<file path="config.mk">
export PLATFORM = sky130hd
export DESIGN_NAME = branch_target_buffer_plru
export DESIGN_NICKNAME = d
export VERILOG_FILES = /design/src/hw/rtl/btbp_pkg.sv /design/src/hw/rtl/btbp_ram.sv /design/src/hw/rtl/btbp_way_sel.sv /design/src/hw/rtl/branch_target_buffer_plru.sv
export VERILOG_INCLUDE_DIRS = /design/src /design/src/hw/rtl
export SDC_FILE = /design/constraint.sdc
export NUM_CORES = 1
export LEC_CHECK = 0
export BUFFER_PORTS_ARGS = -buffer_cell sky130_fd_sc_hd__buf_2
export CAP_MARGIN = 20
export CORE_MARGIN = 4
export CORE_UTILIZATION = 45
export CTS_BUF_LIST = sky130_fd_sc_hd__clkbuf_16
export CTS_CLUSTER_SIZE = 12
export DETAILED_ROUTE_END_ITERATION = 10
export PLACE_DENSITY_LB_ADDON = 0.3
export SKIP_CTS_REPAIR_TIMING = 1
export SYNTH_ARGS = -nofsm -noshare
export SYNTH_HDL_FRONTEND = slang
export SYNTH_SLANG_ARGS = --single-unit
</file>
<file path="constraint.sdc">
create_clock -name clk -period 27.3 [get_ports clk]
set_clock_uncertainty 0.1 [all_clocks]
set_input_delay 1.365 -clock clk [delete_from_list [all_inputs] [get_ports clk]]
set_output_delay 1.365 -clock clk [all_outputs]
set_load 0.05 [all_outputs]
</file>
<file path="src/hw/rtl/assert_macros.svh">
// Assertion helpers; compiled out when SYNTH is defined.
`ifndef ASSERT_MACROS_SVH
`define ASSERT_MACROS_SVH

`ifndef SYNTH
// Property checked every clock, idle during reset.
`define ASSERT_CLK(lbl, prop) \
	lbl: assert property (@(posedge clk) disable iff (!arst_n) (prop)) \
		else $error("assertion failed");
// Same-cycle implication.
`define ASSERT_IMP(lbl, ante, cons) \
	lbl: assert property (@(posedge clk) disable iff (!arst_n) (ante) |-> (cons)) \
		else $error("assertion failed");
// Next-cycle implication.
`define ASSERT_NXT(lbl, ante, cons) \
	lbl: assert property (@(posedge clk) disable iff (!arst_n) (ante) |=> (cons)) \
		else $error("assertion failed");
`else
`define ASSERT_CLK(lbl, prop)
`define ASSERT_IMP(lbl, ante, cons)
`define ASSERT_NXT(lbl, ante, cons)
`endif

`endif

</file>
<file path="src/hw/rtl/btbp_pkg.sv">
package btbp_pkg;

	localparam int TOTAL_ENTRIES = 16;
	localparam int ADDR_BITS     = 32;
	localparam int WAYS          = 4;
	localparam int WAY_W         = 2;
	localparam int PLRU_W        = 3;
	localparam int NUM_SETS      = TOTAL_ENTRIES / WAYS;
	localparam int SET_W         = (NUM_SETS > 1) ? $clog2(NUM_SETS) : 1;
	localparam int TAG_W         = (ADDR_BITS < 32) ? ADDR_BITS : 32;

	localparam logic [SET_W-1:0] SET_MASK = SET_W'(NUM_SETS - 1);

	localparam logic [1:0] KIND_LOOKUP = 2'd0;
	localparam logic [1:0] KIND_FLIP   = 2'd1;
	localparam logic [1:0] KIND_INSERT = 2'd2;

	typedef struct packed {
		logic [1:0]  kind;
		logic [31:0] branch_addr;
		logic [31:0] new_target;
		logic        initial_taken;
	} req_t;

	typedef struct packed {
		logic        hit;
		logic        predict_taken;
		logic [31:0] predicted_target;
	} rsp_t;

	typedef struct packed {
		logic [TAG_W-1:0] tag;
		logic [31:0]      target;
		logic             taken;
	} way_ent_t;

	typedef way_ent_t [WAYS-1:0] set_row_t;

	typedef struct packed {
		logic             hit;
		logic [WAY_W-1:0] hit_way;
		logic [WAY_W-1:0] victim_way;
	} sel_t;

	function automatic logic [SET_W-1:0] set_of(input logic [31:0] addr);
		return addr[SET_W-1:0] & SET_MASK;
	endfunction

	function automatic logic [TAG_W-1:0] tag_of(input logic [31:0] addr);
		return addr[TAG_W-1:0];
	endfunction

	// Tree PLRU: bit 0 root, bit 1 ways 0/1, bit 2 ways 2/3.
	function automatic logic [PLRU_W-1:0] plru_touch(input logic [PLRU_W-1:0] b,
			input logic [WAY_W-1:0] way);
		logic [PLRU_W-1:0] r;
		r = b;
		case (way)
			2'd0: begin
				r[0] = 1'b1;
				r[1] = 1'b1;
			end
			2'd1: begin
				r[0] = 1'b1;
				r[1] = 1'b0;
			end
			2'd2: begin
				r[0] = 1'b0;
				r[2] = 1'b1;
			end
			default: begin
				r[0] = 1'b0;
				r[2] = 1'b0;
			end
		endcase
		return r;
	endfunction

endpackage

</file>
<file path="src/hw/rtl/btbp_ram.sv">
module btbp_ram #(
	parameter int WIDTH = 8,
	parameter int DEPTH = 4
) (
	input  logic                                       clk,
	input  logic                                       we,
	input  logic [((DEPTH > 1) ? $clog2(DEPTH) : 1)-1:0] waddr,
	input  logic [WIDTH-1:0]                           wdata,
	input  logic                                       re,
	input  logic [((DEPTH > 1) ? $clog2(DEPTH) : 1)-1:0] raddr,
	output logic [WIDTH-1:0]                           rdata
);

	logic [WIDTH-1:0] mem_q [DEPTH];

	always_ff @(posedge clk) begin
		if (we) begin
			mem_q[waddr] <= wdata;
		end
		if (re) begin
			rdata <= mem_q[raddr];
		end
	end

endmodule

</file>
<file path="src/hw/rtl/btbp_way_sel.sv">
module btbp_way_sel
	import btbp_pkg::*;
(
	input  set_row_t          row,
	input  logic [WAYS-1:0]   valid,
	input  logic [PLRU_W-1:0] plru,
	input  logic [TAG_W-1:0]  tag,
	output sel_t              sel
);

	logic [WAYS-1:0] match;

	always_comb begin
		for (int w = 0; w < WAYS; w++) begin
			match[w] = valid[w] && (row[w].tag == tag);
		end
	end

	// lowest matching way wins
	always_comb begin
		sel.hit     = |match;
		sel.hit_way = '0;
		for (int w = WAYS - 1; w >= 0; w--) begin
			if (match[w]) begin
				sel.hit_way = WAY_W'(w);
			end
		end
		if (!plru[0]) begin
			sel.victim_way = plru[1] ? 2'd1 : 2'd0;
		end else begin
			sel.victim_way = plru[2] ? 2'd3 : 2'd2;
		end
	end

endmodule

</file>
<file path="src/hw/rtl/branch_target_buffer_plru.sv">
// Branch target buffer, 4-way sets, tree pseudo-LRU, one taken bit per entry.
// done and rsp are registered on the edge that ends ST_LOOK, the state that
// the accept moves to; the result is taken while done is high.
// No new request is taken while busy (ST_LOOK); the set row read issued on the
// accept edge comes back in the next cycle and is written back at its end.
// Results are shown for one cycle only; the receiver cannot stall them.
// Reset (arst_n low, async): no entry valid, all PLRU bits zero, idle.
module branch_target_buffer_plru
	import btbp_pkg::*;
(
	input  logic clk,
	input  logic arst_n,
	input  logic start,
	output logic busy,
	input  req_t req,
	output logic done,
	output rsp_t rsp
);

`include "assert_macros.svh"

	typedef enum logic {
		ST_IDLE,
		ST_LOOK
	} state_t;

	state_t state_q;
	logic   done_q;
	rsp_t   rsp_q;

	req_t   req_s1;

	// valid bits and PLRU live in flops so reset clears them at once;
	// tags, targets and taken bits share one row per set in the RAM
	logic [NUM_SETS-1:0][WAYS-1:0] valid_q;
	logic [NUM_SETS-1:0][PLRU_W-1:0] plru_q;

	logic       accept;
	logic [SET_W-1:0] set_s1;
	set_row_t   rd_row;
	set_row_t   wr_row;
	logic       ram_we;
	sel_t       sel;
	way_ent_t   hit_ent;
	rsp_t       rsp_d;
	logic [PLRU_W-1:0] plru_d;
	logic       valid_set;

	assign accept = start && !busy;
	assign busy   = (state_q != ST_IDLE);
	assign done   = done_q;
	assign rsp    = rsp_q;
	assign set_s1 = set_of(req_s1.branch_addr);

	// One row per set: the read is issued on the accept edge, the
	// write-back on the following edge. The next read comes no earlier
	// than the edge after that, so it always sees the updated row.
	btbp_ram #(
		.WIDTH($bits(set_row_t)),
		.DEPTH(NUM_SETS)
	) u_row_ram (
		.clk  (clk),
		.we   (ram_we),
		.waddr(set_s1),
		.wdata(wr_row),
		.re   (accept),
		.raddr(set_of(req.branch_addr)),
		.rdata(rd_row)
	);

	btbp_way_sel u_way_sel (
		.row  (rd_row),
		.valid(valid_q[set_s1]),
		.plru (plru_q[set_s1]),
		.tag  (tag_of(req_s1.branch_addr)),
		.sel  (sel)
	);

	assign hit_ent = rd_row[sel.hit_way];

	// read-modify-write of the set row
	always_comb begin
		wr_row    = rd_row;
		ram_we    = 1'b0;
		rsp_d     = '0;
		plru_d    = plru_q[set_s1];
		valid_set = 1'b0;
		if (state_q == ST_LOOK) begin
			case (req_s1.kind)
				KIND_LOOKUP: begin
					if (sel.hit) begin
						rsp_d.hit              = 1'b1;
						rsp_d.predict_taken    = hit_ent.taken;
						rsp_d.predicted_target = hit_ent.taken ? hit_ent.target : '0;
						plru_d                 = plru_touch(plru_q[set_s1], sel.hit_way);
					end
				end
				KIND_FLIP: begin
					// PLRU left alone on a flip
					if (sel.hit) begin
						wr_row[sel.hit_way].taken = ~hit_ent.taken;
						ram_we                    = 1'b1;
						rsp_d.hit                 = 1'b1;
						rsp_d.predict_taken       = ~hit_ent.taken;
						rsp_d.predicted_target    = hit_ent.taken ? '0 : hit_ent.target;
					end
				end
				KIND_INSERT: begin
					// always the victim, even if the address is already present
					wr_row[sel.victim_way] = '{
						tag:    tag_of(req_s1.branch_addr),
						target: req_s1.new_target,
						taken:  req_s1.initial_taken
					};
					ram_we    = 1'b1;
					valid_set = 1'b1;
					plru_d    = plru_touch(plru_q[set_s1], sel.victim_way);
				end
				default: begin
				end
			endcase
		end
	end

	always_ff @(posedge clk or negedge arst_n) begin
		if (!arst_n) begin
			state_q <= ST_IDLE;
			done_q  <= 1'b0;
			rsp_q   <= '0;
		end else begin
			case (state_q)
				ST_IDLE: begin
					done_q <= 1'b0;
					if (accept) begin
						state_q <= ST_LOOK;
					end
				end
				ST_LOOK: begin
					done_q  <= 1'b1;
					rsp_q   <= rsp_d;
					state_q <= ST_IDLE;
				end
				default: begin
					state_q <= ST_IDLE;
					done_q  <= 1'b0;
				end
			endcase
		end
	end

	always_ff @(posedge clk) begin
		if (accept) begin
			req_s1 <= req;
		end
	end

	always_ff @(posedge clk or negedge arst_n) begin
		if (!arst_n) begin
			valid_q <= '0;
			plru_q  <= '0;
		end else if (state_q == ST_LOOK) begin
			plru_q[set_s1] <= plru_d;
			if (valid_set) begin
				valid_q[set_s1][sel.victim_way] <= 1'b1;
			end
		end
	end

	`ASSERT_IMP(a_done_follows_look, done, $past(state_q == ST_LOOK))
	`ASSERT_NXT(a_accept_goes_busy, accept, busy && !done)
	`ASSERT_CLK(a_no_rw_overlap, !(ram_we && accept))
	`ASSERT_IMP(a_miss_zero, done && !rsp.hit, !rsp.predict_taken && rsp.predicted_target == '0)
	`ASSERT_NXT(a_insert_valid, state_q == ST_LOOK && req_s1.kind == KIND_INSERT,
		valid_q[$past(set_s1)][$past(sel.victim_way)])

endmodule

</file>
# Yosys cells after proc, flatten, opt, wreduce, memory -nomap -nowiden
# Memories as Yosys holds them, arrays and structs flattened. A register that Yosys moved wholly into a read port is not among the register bits.
# Index checks and enable logic that the tools add are counted.
# classes
order_cmp,6
n_reduce_logical,16
n_bitwise,3
mux,53
n_eq_ne,10
# ops
op,count
$bwmux W260,2
$mux W260,2
$pmux W260 S2,1
$demux W65 S2,2
$bmux W65 S2,1
$eq A32 B32 Y1,4
$mux W34,2
$pmux W34 S2,1
$mux W65,1
$mux W32,2
$mux W33,1
$or A16 B16 Y16,1
$pmux W1 S2,7
$mux W1,13
$bwmux W12,1
$mux W3,4
$mux W2,5
$lt A2 B3 Y1 const B,3
$bmux W4 S2,1
$demux W4 S2,1
$logic_and A1 B1 Y1,8
$mux W4,2
$bmux W3 S2,1
$demux W3 S2,1
other kinds (11),21
# totals
mem_bits_rw,1040
memories,1
wordCells,106
out_inout_bits,36
regBits,131
# mem_list
memory,words,word_bits,rd,rd_clocked_by_memory_dff,wr,line_no,text
u_row_ram.mem_q,4,260,1,1,1,btbp_ram.sv:14,logic [WIDTH-1:0] mem_q [DEPTH];

# Longest topological paths before layout
# depth
word_depth,15
mapped_depth,13
ltp_nobuf,9

# Hierarchy
# A second synthesis with hierarchy kept.
# hier_totals
cells_unflattened,2494
area_unflattened_um2,55136.6
# modules_own_cells
module,seq_area_each_um2,n_inst,cells_per_inst,area_per_inst_um2
btbp_ram,39037.4,1,1622,45348.5
branch_target_buffer_plru,3613.5,1,687,8325.5
btbp_way_sel,0.0,1,185,1462.7

# Least setup slack after synthesis
# Ideal clock, no wire load.
# synth_timing
kind,register to register
from,register req_s1[33] (netlist bit)
to,"memory u_row_ram.mem_q[0][0] (netlist bit), enable pin"
setup_ps,1199
arrival_ps,19373
path_stages_with_launch,12
path_slack_ps,6628
cell_sequence,edfxtp_1 -> buf_6 -> buf_6 -> xor2_1 -> nor4_1 -> nand3_1 -> or3_1 -> nand2_1 -> nor2_1 -> nor2b_1 -> o21bai_1 -> nor3_1
# synth_between
elab_chain_len,9
elab_cells_between_ends,16
cone_classes,eq/ne (4); mux (7); reduce/logical (5)
# synth_lines
item,line_no,text
"start, declared",branch_target_buffer_plru.sv:31,req_t req_s1;
"start signal, assigned",branch_target_buffer_plru.sv:153,req_s1 <= req;
$bmux W4 S2,branch_target_buffer_plru.sv:73,".valid(valid_q[set_s1]),"
$mux W4 (implied by the code),branch_target_buffer_plru.sv:73,
$logic_and A1 B1 Y1,btbp_way_sel.sv:15,match[w] = valid[w] && (row[w].tag == tag);
$reduce_or A4 Y1,btbp_way_sel.sv:21,sel.hit = |match;
$mux W1,branch_target_buffer_plru.sv:100,if (sel.hit) begin
$pmux W1 S2,branch_target_buffer_plru.sv:89,case (req_s1.kind)
$mux W1,branch_target_buffer_plru.sv:88,if (state_q == ST_LOOK) begin
$mux W1,btbp_ram.sv:17,if (we) begin
$mux W1 (implied by the code),btbp_ram.sv:18,mem_q[waddr] <= wdata;
"end, declared",btbp_ram.sv:14,
# Parallel ways exist; a longest one is shown, timed or not. The select of a mux whose other input is x is not followed.

# Worst setup path after layout
# layout_timing
from,register req_s1[59] (netlist bit)
to,"memory u_row_ram.mem_q[2][249] (netlist bit), enable pin"
# layout_between
elab_chain_len,8
elab_cells_between_ends,14
cone_classes,eq/ne (4); mux (5); reduce/logical (5)
# layout_lines
item,line_no
$eq A32 B32 Y1,btbp_way_sel.sv:15
$logic_and A1 B1 Y1,btbp_way_sel.sv:15
$reduce_or A4 Y1 (*),btbp_way_sel.sv:21
$mux W1 (*),branch_target_buffer_plru.sv:100
$pmux W1 S2 (*),branch_target_buffer_plru.sv:89
$mux W1 (*),branch_target_buffer_plru.sv:88
$mux W1 (*),btbp_ram.sv:17
$mux W1 (implied by the code) (*),btbp_ram.sv:18
# Every way passes the cells marked *; elsewhere a longest branch is shown, timed or not.

==> load_flow_metrics.sql <==
INSERT INTO impl_metrics (metric_group, metric, value, unit) VALUES
('status', 'run_status', 'complete, no violations', ''),
('floorplan', 'rows', '128', ''),
('sta', 'max_freq', '165.6', 'MHz'),
('synthesis', 'library_cell_with_the_highest_instance_count_after_synthesis', 'sky130_fd_sc_hd__edfxtp_1', ''),
('synthesis', 'synth_commonest_cells', 'sky130_fd_sc_hd__edfxtp_1 (1,367), sky130_fd_sc_hd__mux4_2 (266), sky130_fd_sc_hd__a22o_1 (257)', ''),
('grt', 'overflow', '0', ''),
('route', 'route.detailed.wl_per_inst', '29.27', 'microns'),
('grt', 'number_of_antenna_violations_at_the_first_check_in_global_routing', '7', ''),
('grt', 'first_global_vias', '28661', ''),
('placed_design', 'routabilityCongestion', '0.8717', ''),
('clock_tree', 'h-tree-depth', '4', ''),
('worst_setup_path', 'critPathMaxFanout', '63', ''),
('worst_setup_path', 'maximum_cell_stage_delay_along_the_critical_path', '0.84', 'ns'),
('floorplan', 'floorplan.io_pins', '106', ''),
('worst_setup_path', 'critPathRequiredTime', '27.55', 'ns'),
('job', 'maxCapViolCount', '0', ''),
('worst_setup_path', 'crit_chain', 'xor2_1 -> nor4_1 -> nand4_1 -> or3_1 -> nand2_1 -> nor2_1 -> nor2b_1 -> o21bai_1 -> nor2b_4 -> buf_4 -> buf_16 -> buf_4', ''),
('sta', 'finalMaxSlewViolations', '0', ''),
('synthesis', 'synth_top_area_share', '73.92', '%'),
('route', 'totalWireLength', '132000', 'microns'),
('placed_design', 'port_buffers', '105', ''),
('sta', 'worst_slew_margin_rel', '12.81', '%'),
('clock_tree', 'clkTransAtPathRegs', '0.06', 'ns'),
('floorplan', 'placeableCoreArea', '0.1222', 'sq mm'),
('clock_tree', 'clock_sink_count', '1431', ''),
('clock_tree', 'clkLatencyLatePin', '0.77', 'ns'),
('synthesis', 'mappedNetlistNets', '2723', ''),
('placed_design', 'hpwlAfterDp', '70270', 'microns'),
('route', 'route.detailed.vias_per_inst', '6.131', ''),
('synthesis', 'synth.lib_cells_used.distinct', '56', ''),
('route', 'route.vias.total', '27646', ''),
('worst_setup_path', 'worstPathArrival', '6.29', 'ns'),
('sta', 'finalCriticalPeriod', '6.040', 'ns'),
('synthesis', 'synth-seq-cells', '1431', ''),
('synthesis', 'synth_top_cells_by_area', 'sky130_fd_sc_hd__edfxtp_1 (74%), sky130_fd_sc_hd__mux4_2 (11%), sky130_fd_sc_hd__a22o_1 (4.1%)', ''),
('grt', 'pin_count_of_the_biggest_net_entering_global_routing', '167', ''),
('worst_setup_path', 'crit_slowest_cell', 'sky130_fd_sc_hd__buf_4', ''),
('worst_setup_path', 'worstSetupStartpoint', 'req_s1[59]', ''),
('sta', 'rsz0062_at_grt', 'false', ''),
('synthesis', 'synth_async_sr_flop_share', '4.472', '%'),
('pwr', 'power_density_over_the_cells', '74.56', 'mW/mm^2'),
('grt', 'grt_first_pass_wirelength', '195200', 'microns'),
('floorplan', 'die_ht', '359.3', 'microns'),
('synthesis', 'post_synthesis_sequential_area_ratio', '76.80', '%'),
('worst_setup_path', 'crit_path_leading_delay_family', 'simple AND/OR/NAND/NOR gates', ''),
('synthesis', 'number_of_cells_produced_by_synthesis', '2650', ''),
('cells_and_area', 'synthToLayoutAreaGrowth', '12.23', '%'),
('floorplan', 'initial_core_util', '45.44', '%'),
('worst_setup_path', 'timing.critical_path.to_type', 'flop', ''),
('sta', 'setup_violations', '0', ''),
('floorplan', 'die_width', '359.3', 'microns'),
('sta', 'worst_pin_slew', '1.308', 'ns'),
('pwr', 'peakVddDrop', '0.05055', 'mV'),
('synthesis', 'edff_count_synth', '1367', ''),
('worst_setup_path', 'worst_path_most_repeated_cell', 'sky130_fd_sc_hd__buf_4', ''),
('pwr', 'power_leakage', '20.25', 'nW'),
('route', 'drcViolationCount', '0', ''),
('route', 'drt.antenna.violating_nets', '0', ''),
('synthesis', 'post_synth_instance_area', '0.05553', 'sq mm'),
('worst_setup_path', 'worst_r2r_startpoint', 'req_s1[59]', ''),
('worst_setup_path', 'cp_num_buf_inv', '3', ''),
('synthesis', 'synth_largest_area_cell', 'sky130_fd_sc_hd__edfxtp_1', ''),
('cells_and_area', 'layout_cell_share_with_drive_strength_beyond_1', '23.69', '%'),
('grt', 'total_routing_usage_gr', '20.27', '%'),
('clock_tree', 'clock_tree.buffer_depth', '3', ''),
('clock_tree', 'clock-root-buffer', 'sky130_fd_sc_hd__clkbuf_16', ''),
('hold_path', 'min_path_type', 'primary input to asynchronous set/reset pin', ''),
('route', 'drt_pass1_iterations', '5', ''),
('synthesis', 'synth-warning-count', '0', ''),
('sta', 'tns', '0', 'ns'),
('sta', 'timing.hold.ws', '0.3214', 'ns');
## logic make-up (layout without fill, tap and decap cells)
group	after synthesis	count (layout)	share of synthesized area, %
compound gates	385	385	6.201
xor+xnor	128	128	2.046
fa+ha+maj	3	3	0.06760
buf+inv	186	419	1.507
flops	1431	1431	76.80
mux	272	272	10.92
other cells	0	1	0
simple gates	245	245	2.451
## cell type report
class	instances	area, sq um
well taps	1625	2033
multi-input cells	1033	12140
clock inverters	104	568.0
fillers	9470	59870
inverters	8	30.03
flip-flops and latches	1431	42650
repair buffers	153	1044
clock buffers	154	3854
diodes	1	2.502
## power breakdown
group	internal, W	total (W)	switching (W)
Clock	0.00104	0.00185	0.000809
Combinational	0.000102	0.000274	0.000172
Sequential	0.00248	0.00252	0.0000392
Total	0.00363	0.00465	0.00102
## final timing paths
| path | slack (ns) | end | depth (start not counted) |
|---|---|---|---|
| setup reg to reg | 21.26 | u_row_ram.mem_q[2][249] | 12 |
| max in group asynchronous | 25.63 | valid_q[4] | 2 |
| setup / recovery | 21.26 | u_row_ram.mem_q[2][249] | 12 |
| min in group clk | 0.38 | valid_q[0] | 1 |
| hold reg to reg | 0.38 | valid_q[0] | 1 |
| hold / removal | 0.32 | rsp[5] | 1 |
## cell usage in the layout (no fill, tap or decap), types with 4 or more instances in the layout
cell type                   synthesis  final
sky130_fd_sc_hd__o21bai_1          17     17
sky130_fd_sc_hd__inv_6              0      5
sky130_fd_sc_hd__buf_2             31    102
sky130_fd_sc_hd__edfxtp_1        1367   1367
sky130_fd_sc_hd__a22o_1           257    257
sky130_fd_sc_hd__o2bb2ai_1          4      4
sky130_fd_sc_hd__clkinv_2           0      6
sky130_fd_sc_hd__nand4_1           17     17
sky130_fd_sc_hd__nor2_1            51     46
sky130_fd_sc_hd__inv_1              7     58
sky130_fd_sc_hd__buf_12             3      6
sky130_fd_sc_hd__xor2_1            98     98
sky130_fd_sc_hd__nor2_4             0      5
sky130_fd_sc_hd__mux4_2           266    266
sky130_fd_sc_hd__dfrtp_1           64     64
sky130_fd_sc_hd__xnor2_1           28     28
sky130_fd_sc_hd__nand3_1           16     16
sky130_fd_sc_hd__o2bb2ai_2         30     30
sky130_fd_sc_hd__or3_1             32     32
sky130_fd_sc_hd__o21ai_0           20     19
sky130_fd_sc_hd__o221ai_1          31     31
sky130_fd_sc_hd__and3_1             4      4
sky130_fd_sc_hd__clkbuf_16          0    154
sky130_fd_sc_hd__or2_2             30     30
sky130_fd_sc_hd__nor4_1            38     38
sky130_fd_sc_hd__a21oi_1            9      9
sky130_fd_sc_hd__a21o_1             4      4
sky130_fd_sc_hd__clkinv_1           0     32
sky130_fd_sc_hd__nor3_1             8      7
sky130_fd_sc_hd__buf_4              1     40
sky130_fd_sc_hd__nand2_1           24     23
## routing by layer
metal	wire length, microns	vias up	global-route usage (%)
met5	0	-	0
met4	4014	0	7.317
met3	10410	221	4.183
met2	62560	1264	31.30
met1	55010	14802	28.87
li1	-	11359	-
## registers in the layout (all words and copies together), names as in the netlist
signal	flops
u_row_ram.mem_q	1040
u_row_ram.rdata	260
req_s1	67
rsp	34
valid_q	16
plru_q	12
busy	1
done	1
## metrics by stage
stage	cell area, sq um	worst slack [ns]	std cells	power [W]	util (%)
4_1_cts	62270	21.28	4506	0.004682	50.96
3_3_place_gp	57800	21.19	4246	0.002825	47.30
2_1_floorplan	55530	6.628	2650	0.002752	-
3_5_place_dp	57850	21.31	4248	0.002837	47.34
5_1_grt	62320	21.00	4508	0.004803	51.00
6_report	62320	21.26	4509	0.004647	51.00
Note: power is estimated with default switching activity, not from simulation.
